## config.mk

```make
export PLATFORM = sky130hd
export DESIGN_NAME = scsc_ctrl
export DESIGN_NICKNAME = d
export VERILOG_FILES = /design/src/rtl/scsc_pkg.sv /design/src/rtl/scsc_ctrl.sv
export SDC_FILE = /design/constraint.sdc
export NUM_CORES = 1
export LEC_CHECK = 0
export BUFFER_PORTS_ARGS = -buffer_cell sky130_fd_sc_hd__buf_2
export CORE_AREA = 2 2 39 41
export CTS_CLUSTER_DIAMETER = 50
export CTS_CLUSTER_SIZE = 28
export DETAILED_ROUTE_END_ITERATION = 8
export DIE_AREA = 0 0 41 43
export MAX_ROUTING_LAYER = met4
export PLACE_DENSITY_LB_ADDON = 0.12
export SKIP_LAST_GASP = 1
export SLEW_MARGIN = 20
export SYNTH_ARGS = -nofsm -noshare
export SYNTH_HDL_FRONTEND = slang
export SYNTH_SLANG_ARGS = --single-unit
```

## constraint.sdc

```tcl
create_clock -name clk -period 2.2 [get_ports clk]
set_clock_uncertainty 0.15 [all_clocks]
set_input_delay 0 -clock clk [delete_from_list [all_inputs] [get_ports clk]]
set_output_delay 0 -clock clk [all_outputs]
set_load 0.1 [all_outputs]
```

## src/rtl/scsc_pkg.sv

```systemverilog
`timescale 1ns / 1ps

package scsc_pkg;

  localparam int STACK_DEPTH = 256;
  localparam int TRACE_SLOTS = 10;

  localparam int ADDR_W  = $clog2(STACK_DEPTH);
  localparam int DEPTH_W = $clog2(STACK_DEPTH + 1);
  localparam int SLOT_W  = 4;
  localparam int CMD_W   = 2;
  localparam int WORD_W  = 32;

  localparam int IN_DATA_W  = 160;
  localparam int OUT_DATA_W = 184;

  typedef enum logic [CMD_W-1:0] {
    CMD_PUSH    = 2'd0,
    CMD_POP     = 2'd1,
    CMD_CAPTURE = 2'd2
  } command_t;

  typedef enum logic [1:0] {
    ST_IDLE,
    ST_CAP_READ,
    ST_CAP_EMIT
  } state_t;

  typedef struct packed {
    logic [WORD_W-1:0] col_num;
    logic [WORD_W-1:0] line_no;
    logic [WORD_W-1:0] type_id;
    logic [WORD_W-1:0] func_num;
    logic [WORD_W-1:0] file_id;
  } rec_t;

  typedef struct packed {
    logic               status;
    rec_t               rec;
    logic [SLOT_W-1:0]  slot;
    logic [SLOT_W-1:0]  captured_count;
    logic [DEPTH_W-1:0] depth_now;
    logic               last_flag;
  } result_t;

  // Commands from the controller to the datapath.
  typedef struct packed {
    logic in_take;
    logic cap_start;
    logic cap_emit;
  } dp_cmd_t;

  // Status from the datapath to the controller.
  typedef struct packed {
    logic               out_free;
    logic               slot_last;
    logic [DEPTH_W-1:0] depth;
  } dp_sts_t;

endpackage

```

## src/rtl/scsc_ctrl.sv

```systemverilog
`timescale 1ns / 1ps

module scsc_ctrl (
  input  logic                            clk,
  input  logic                            rst,
  input  logic                            in_valid,
  input  logic [scsc_pkg::CMD_W-1:0]      command,
  output logic                            in_ready,
  input  scsc_pkg::dp_sts_t               sts,
  output scsc_pkg::dp_cmd_t               cmd
);
  import scsc_pkg::*;

  state_t state;
  state_t state_next;

  always_ff @(posedge clk) begin
    if (rst) begin
      state <= ST_IDLE;
    end else begin
      state <= state_next;
    end
  end

  always_comb begin
    state_next    = state;
    in_ready      = 1'b0;
    cmd.in_take   = 1'b0;
    cmd.cap_start = 1'b0;
    cmd.cap_emit  = 1'b0;
    unique case (state)
      ST_IDLE: begin
        in_ready = sts.out_free;
        if (in_valid && sts.out_free) begin
          if (command == CMD_CAPTURE) begin
            cmd.cap_start = 1'b1;
            state_next    = ST_CAP_READ;
          end else begin
            cmd.in_take = 1'b1;
          end
        end
      end
      ST_CAP_READ: begin
        state_next = ST_CAP_EMIT;
      end
      ST_CAP_EMIT: begin
        if (sts.out_free) begin
          cmd.cap_emit = 1'b1;
          state_next   = sts.slot_last ? ST_IDLE : ST_CAP_READ;
        end
      end
      default: begin
        state_next = ST_IDLE;
      end
    endcase
  end

endmodule

```

* Yosys cells after proc, flatten, opt, wreduce, memory -nomap -nowiden *
Cells that the tools add are included.

word-level totals
  register bits = 2
  input bits = 16
  output and inout port bits = 4
  word-level logic and storage cells = 22

cells by class
  equal/unequal tests = 6
  mux-type cells = 12
  reductions and logical operators = 3

operator list
  operator                                                                number
  2-bit two-way mux                                                       5
  1-bit two-way mux                                                       6
  2-bit inequality test (second input constant)                           3
  2-bit case mux with 3 select lines                                      1
  2-bit equality test (second input constant)                             2
  3-bit AND reduction                                                     1
  2-bit by 1-bit equality test with 1-bit output (second input constant)  1
  2-bit logical NOT                                                       1
  1-bit logical AND                                                       1

* Logic depth before layout (Yosys ltp) *
Gate-level depths: netlist (run 1).

  word-level depth = 4
  depth in mapped cells = 2
  gate-level depth less buffers = 2

* Worst setup path after synthesis (run 1) *
Ideal clock, no wire load.

  path kind = register to output
  from = register state[0]
  to = output cmd[1] in the netlist's numbering
  data arrival time = 2.766 ns
  required time = 2.050 ns
  setup slack = -0.716 ns
  cell stages (with the launch flop) = 3
  path buffers = 0
  cells stage by stage = dfxtp_1 > nand4bb_1 > nor3b_1

RTL lines
  what                    line             RTL
  from (decl)             scsc_ctrl.sv:14  state_t state;
  from (signal assigned)  scsc_ctrl.sv:21  state <= state_next;
  to (decl)               scsc_ctrl.sv:10  output scsc_pkg::dp_cmd_t cmd

==> results of run 1 <==
==> cell families after synthesis <==
family / count (synthesis) / share of synthesized area
compound gates: 3 / 0.175
buf+inv: 1 / 0.0291
simple gates: 8 / 0.485
flops: 2 / 0.311
==> worst min path at each step <==
| stage | end | cells after the start |
|---|---|---|
| 3_3_place_gp | state[1] | 2 |
| 5_1_grt | cmd[1] | 3 |
| 4_1_cts | cmd[1] | 3 |
| 3_5_place_dp | state[1] | 2 |
| 2_1_floorplan | state[1] | 1 |
| 6_report | cmd[1] | 3 |
==> repair_timing <==
action / 4_1_cts / 5_1_grt
endpoints found under the hold margin: 2 / 0
hold buffers: 4 / 0
gates resized for setup: 0 / 0
endpoints found under the setup margin: 0 / 0
==> where the power goes <==
group,internal (mW),leakage (nW),switching [mW]
combinational,0.0129,0.0989,0.0297
clock,0.0602,0.0138,0.0208
sequential,0.0372,0.0162,0.000738
==> through the flow <==
stage | instance area, um^2 | instances
5_1_grt | 272 | 47
4_1_cts | 272 | 47
3_3_place_gp | 209 | 40
3_5_place_dp | 209 | 40
2_1_floorplan | 139 | 14
6_report | 272 | 47
==> tightest hold or removal path, stage by stage <==
cell and delay [ns]:
buf_2 0.11, nor3b_2 0.04, buf_2 0.28
==> metal layers <==
metal,up-vias,part of all wire
li1,89,-
met1,72,0.38
met2,8,0.47
met3,2,0.13
met4,0,0.022
met5,-,0
==> layout by cell type, fill, tap and decap left out <==
cell	count
a21oi_1	1
nor2_1	1
or3b_1	2
clkbuf_4	3
nand4bb_1	1
a21oi_2	1
dlygate4sd3_1	4
nand2b_1	1
buf_2	10
nor3b_2	2
and3b_1	1
inv_1	1
dfxtp_1	2
o2bb2ai_1	1
==> final cells by class <==
type                       count  area share
clock buffer                   3      0.0829
inverter                       1      0.0138
multi-input combinational     11       0.350
sequential                     2       0.147
tap                           16      0.0737
timing repair buffer          14       0.332
==> reports/results.ini, run 1 <==
[status]
status=complete, no violations

[synth]
yosys_warnings=0
yosysTopAreaCell=dfxtp_1
syn_area_per_cell_um2=9.21
synth_seq_cells=2
synth-edff-count=0
netlist.area_leader.share=0.311
postSynthCellCount=14
synthTopCellsByArea=dfxtp_1 (31%), or3b_1 (14%), nor3b_1 (12%)
synthArstFlopShare=0
synth_cell_types=11
syn_nets=30
seq_area_frac_synth=0.311
syn_area_um2=129
ys.flop_type=dfxtp_1
synthTopCellsByCount=dfxtp_1 (2), nor3b_1 (2), or3b_1 (2)

[die]
start_util=0.0931
dieArea_um2=1760
ios=20
die_x_um=41
fp.dieH_um=43
core_um2=1380
placementRows=14

[sta]
slew_viol_final=0
setup_viol=0
period_share=0.771
rsz0062_at_grt=false
fin_crit_ns=1.70
max_freq_mhz=589
slew-limit-headroom=0.678
hold_ws_ns=0.286
layout_setup_ws_ns=0.503
tightest_slew_ns=0.486
setup-tns-final_ns=0
final_hold_viol_count=0

[grt]
grt-ovfl-total=0
busiest_layer=met4
grt_pass1_wl_um=655
grt_antenna_before_repair=0
grt_use_met1=0.0573
track_usage=0.0667
grt_pass1_vias=178
use_met2=0.0813
grt_max_degree=6
grt_use_met3=0.0157

[detailed_routing]
wl_per_cell_um=8.83
viasPerCell=3.64
drc_errors=0
ant_nets=0
dr_total_vias=171
drt-initial-drc-count=0
drt_wl_total_um=415
drtPass1Iterations=1

[finish]
synthToLayoutAreaGrowth_pct=111
utilization=0.196
top_register=state
regArea_um2=40.0
multi_input_area_um2=95.1
final_layout_size_suffix_gt1_frac=0.516
largestRegisters=state x2
diodes=0
layout.nets=49
n_fill_cell=160
largest_register_ffs=2

[hold_path]
hp-class=in2out
holdCritStartpoint=command[0]

[clocking]
cts_root_buffer=clkbuf_4
clk_pin_slew_ns=0.03
clk-insertion-delay-late_ns=0.22
clockBufferDepth=2
cts_tree=done
htreeDepth=1
cts.sinks=2
cts_buffers=3
post_cts_buffers=0

[job]
drv.max_cap_violation_count=0

[pwr]
leakage_nw=0.129
power_density_nw_per_um2=595
max-vdd-ir-drop_uv=186
p_total_mw=0.162

[worst_setup_path]
regToRegSetupSlack_ns=0.59
critPathCaptureType=flop
cp.required_ns=2.21
startpoint=rst
critPathMaxFanout=3
path_cells=dlygate4sd3_1 > buf_2 > or3b_1 > o2bb2ai_1 > dlygate4sd3_1
crit_top_cell=dlygate4sd3_1
worstSetupStartpointType=input pin
regToRegEndpoint=state[1]
reg2reg_from=state[1]
critPathBufInv=3
cpPeakStageDelay_ns=0.56
cp_slowest_cell=dlygate4sd3_1
crit_type=in2reg
ff2ff_path_depth=3
cp_num_cells=5
cp_data_arrival_time_ns=1.71
crit_end=state[0]
cpLargestDelayFamily=buffers and inverters

[place]
place_congestion=0.618
place_ws_ns=0.836
port_buffers=10

Power figures use the tool's default switching activity.
==> run 2: changes to the inputs <==
--- a/config.mk
+++ b/config.mk
@@ -5,6 +5,7 @@
 export SDC_FILE = /design/constraint.sdc
 export NUM_CORES = 1
 export LEC_CHECK = 0
+export ABC_AREA = 1
 export BUFFER_PORTS_ARGS = -buffer_cell sky130_fd_sc_hd__buf_2
 export CORE_AREA = 2 2 39 41
 export CTS_CLUSTER_DIAMETER = 50
==> constraint.sdc (replaced) <==
create_clock -name clk -period 1.6 [get_ports clk]
set_clock_uncertainty 0.15 [all_clocks]
set_input_delay 0 -clock clk [delete_from_list [all_inputs] [get_ports clk]]
set_output_delay 0 -clock clk [all_outputs]
set_load 0.1 [all_outputs]
==> run 2 against run 1 <==
Compared with the run above:
- non-clock buffer count decreased by 1
- largest cell class unchanged
- count of clock-buffer cells in the layout unchanged
- combinational power increased by 93%
- worst setup slack got worse by 0.40 ns
- first-iteration DRC count increased by 3
- utilization increased by 3.0 points
- synthesized cell count increased by 86%
- wire length decreased by 1.2%
- power increased by 54%
- register-to-register slack got worse by 0.44 ns
- highest routed layer is now met3
- critical path type is now reg2out
- largest power group unchanged
- global-route usage increased by 0.21 points
- sequential power increased by 42%
==> reports/results.ini, run 2 <==
[status]
status=complete, no violations  ; unchanged

[pwr]
combPwrFrac=0.331  ; was 0.264
p_switching_mw=0.0872  ; was 0.0513 mW
intPower_mw=0.162  ; was 0.110 mW
p_sw_frac=0.350  ; was 0.317
max-vdd-ir-drop_uv=250  ; was 186 uV
power_density_nw_per_um2=795  ; was 595 nW/um^2
p_total_mw=0.249  ; was 0.162 mW
seqPwrFrac=0.217  ; was 0.235
leakage_nw=0.165  ; was 0.129 nW
clockPowerShare=0.452  ; was 0.501

[job]
drv.max_cap_violation_count=0  ; unchanged

[finish]
final_common_cell=nand2_1  ; was buf_2
largest_register_ffs=2  ; unchanged
layout.nets=60  ; was 49
top_register=state  ; unchanged
diodes=0  ; unchanged
largestRegisters=state x2  ; unchanged
instances_no_fill=58  ; was 47
layout_common_cells=nand2_1 (10), buf_2 (9), inv_1 (4)  ; was buf_2 (10), dlygate4sd3_1 (4), clkbuf_4 (3)
synthToLayoutAreaGrowth_pct=103  ; was 111%
post-route-cell-area_um2=313  ; was 272 um^2
final_layout_size_suffix_gt1_frac=0.500  ; was 0.516
n_fill_cell=158  ; was 160

[synth]
synth-edff-count=0  ; unchanged
yosysTopAreaCell=dfxtp_1  ; unchanged
syn_nets=42  ; was 30
synth.most_common_cell=nand2_1
synthTopCellsByArea=dfxtp_1 (26%), nand2_1 (24%), inv_1 (9.8%)  ; was dfxtp_1 (31%), or3b_1 (14%), nor3b_1 (12%)
synthTopCellsByCount=nand2_1 (10), inv_1 (4), nor2_1 (4)  ; was dfxtp_1 (2), nor3b_1 (2), or3b_1 (2)
syn_area_per_cell_um2=5.92  ; was 9.21 um^2
syn_area_um2=154  ; was 129 um^2
postSynthCellCount=26  ; was 14
synth_seq_cells=2  ; unchanged
synthArstFlopShare=0  ; unchanged
netlist.area_leader.share=0.260  ; was 0.311
seq_area_frac_synth=0.260  ; was 0.311
synth_cell_types=10  ; was 11
yosys_warnings=0  ; unchanged
ys.flop_type=dfxtp_1  ; unchanged

[grt]
grt_pass1_vias=192  ; was 178
grt_max_degree=6  ; unchanged
grt_pass1_wl_um=724  ; was 655 um
grt-ovfl-total=0  ; unchanged
grt_antenna_before_repair=0  ; unchanged
track_usage=0.0687  ; was 0.0667

[detailed_routing]
drt_wl_total_um=410  ; was 415 um
viasPerCell=3.31  ; was 3.64
drc_errors=0  ; unchanged
ant_nets=0  ; unchanged
dr_total_vias=192  ; was 171
drt-initial-drc-count=3  ; was 0
wl_per_cell_um=7.07  ; was 8.83 um
drtPass1Iterations=2  ; was 1

[hold_path]
hp-class=in2reg  ; was in2out

[place]
port_buffers=10  ; unchanged
hpwlAfterDp_um=320
place_congestion=0.659  ; was 0.618
place_area_um2=259  ; was 209 um^2
dp_cells=52  ; was 40

[worst_setup_path]
path_cells=nor2_2 > inv_2 > nor3_4 > buf_2  ; was dlygate4sd3_1 > buf_2 > or3b_1 > o2bb2ai_1 > dlygate4sd3_1
cpPeakStageDelay_ns=0.44  ; was 0.56 ns
critPathMaxFanout=5  ; was 3
worstSetupStartpointType=flop  ; was input pin
cp_data_arrival_time_ns=1.34  ; was 1.71 ns
critPathBufInv=2  ; was 3
crit_type=reg2out  ; was in2reg
critPathCaptureType=output pin  ; was flop
cp_slowest_cell=buf_2  ; was dlygate4sd3_1
cpLargestDelayFamily=buffers and inverters  ; unchanged
cp.required_ns=1.45  ; was 2.21 ns

[sta]
fin_crit_ns=1.49
tightest_slew_ns=0.485  ; was 0.486 ns
setup_viol=0  ; unchanged
max_freq_mhz=670
slew_viol_final=0  ; unchanged
rsz0062_at_grt=false  ; unchanged
final_hold_viol_count=0  ; unchanged
slew-limit-headroom=0.679  ; was 0.678
hold_ws_ns=0.0594  ; was 0.286 ns
period_share=0.933

[clocking]
htreeDepth=1  ; unchanged
clockBufferDepth=2  ; unchanged
cts.sinks=2  ; unchanged
post_cts_buffers=0  ; unchanged
cts_buffers=3  ; unchanged
cts_root_buffer=clkbuf_4  ; unchanged
clk_pin_slew_ns=0.03  ; about the same
cts_tree=done  ; unchanged
clk-insertion-delay-late_ns=0.22  ; about the same

[die]
ios=20  ; unchanged
start_util=0.111  ; was 0.0931
dieArea_um2=1760  ; unchanged
fp.dieH_um=43  ; unchanged
core_um2=1380  ; unchanged
die_x_um=41  ; unchanged
placementRows=14  ; unchanged

[run 2: layout make-up]
class | count | area (um^2) | share of cell area
clock buffer | 3 | 22.5 | 0.0720
timing repair buffer | 13 | 95.1 | 0.304
tap | 16 | 20.0 | 0.0640
sequential | 2 | 41.3 | 0.132
multi-input combinational | 19 | 115 | 0.368
inverter | 5 | 18.8 | 0.0600
[run 2: worst reg2reg max path: cells and delay by family, from the launching register on]
family,cells,cell delay (ns)
buf+inv,2,0.62
flops,1,0.34
simple gates,2,0.17
compound gates,1,0.11
[run 2: metal layers]
layer  global-route usage  wire [um]
met2               0.0938        210
met1               0.0605        169
met3               0.0314         30
met5                    -          0
met4               0.0800          0
[run 2: logic make-up after synthesis]
group | after synthesis | synth area share
AO/OA/AOI/OAI | 1 | 0.0569
flip-flops | 2 | 0.260
AND/OR/NAND/NOR | 18 | 0.561
buffers and inverters | 5 | 0.122
[run 2: path summary, 6_finish.rpt]
kind | start | to | slack, ns | depth (start not counted)
setup reg to reg | state[1] | state[1] | 0.15 | 5
hold / removal | sts[10] | state[0] | 0.06 | 5
setup / recovery | state[0] | cmd[1] | 0.11 | 4
hold reg to reg | state[1] | state[0] | 0.45 | 5
[run 2: metrics by stage]
| stage | setup TNS [ns] | setup slack [ns] | util |
|---|---|---|---|
| global placement | 0 | 0.327 | 0.187 |
| floorplan | -0.166 | -0.166 | - |
| finish | 0 | 0.108 | 0.226 |
| global route | 0 | 0.00549 | 0.226 |
| CTS | 0 | 0.0728 | 0.225 |
| detailed placement | 0 | 0.323 | 0.187 |
[run 2: what timing repair did]
item / 4_1_cts / 5_1_grt
endpoints found under the hold margin: 2 / 0
resized for setup: 0 / 1
setup endpoints to repair: 0 / 1
hold buffers: 3 / 0
[run 2: power by group through the flow]
stage                     Combinational (mW)  Sequential, mW  Clock, mW
after floorplan                       0.0578          0.0541          0
final                                 0.0824          0.0539      0.112
after detailed placement              0.0785          0.0544          0
after global placement                0.0779          0.0545          0
after global routing                  0.0877          0.0541      0.131
after CTS                             0.0833          0.0537      0.121
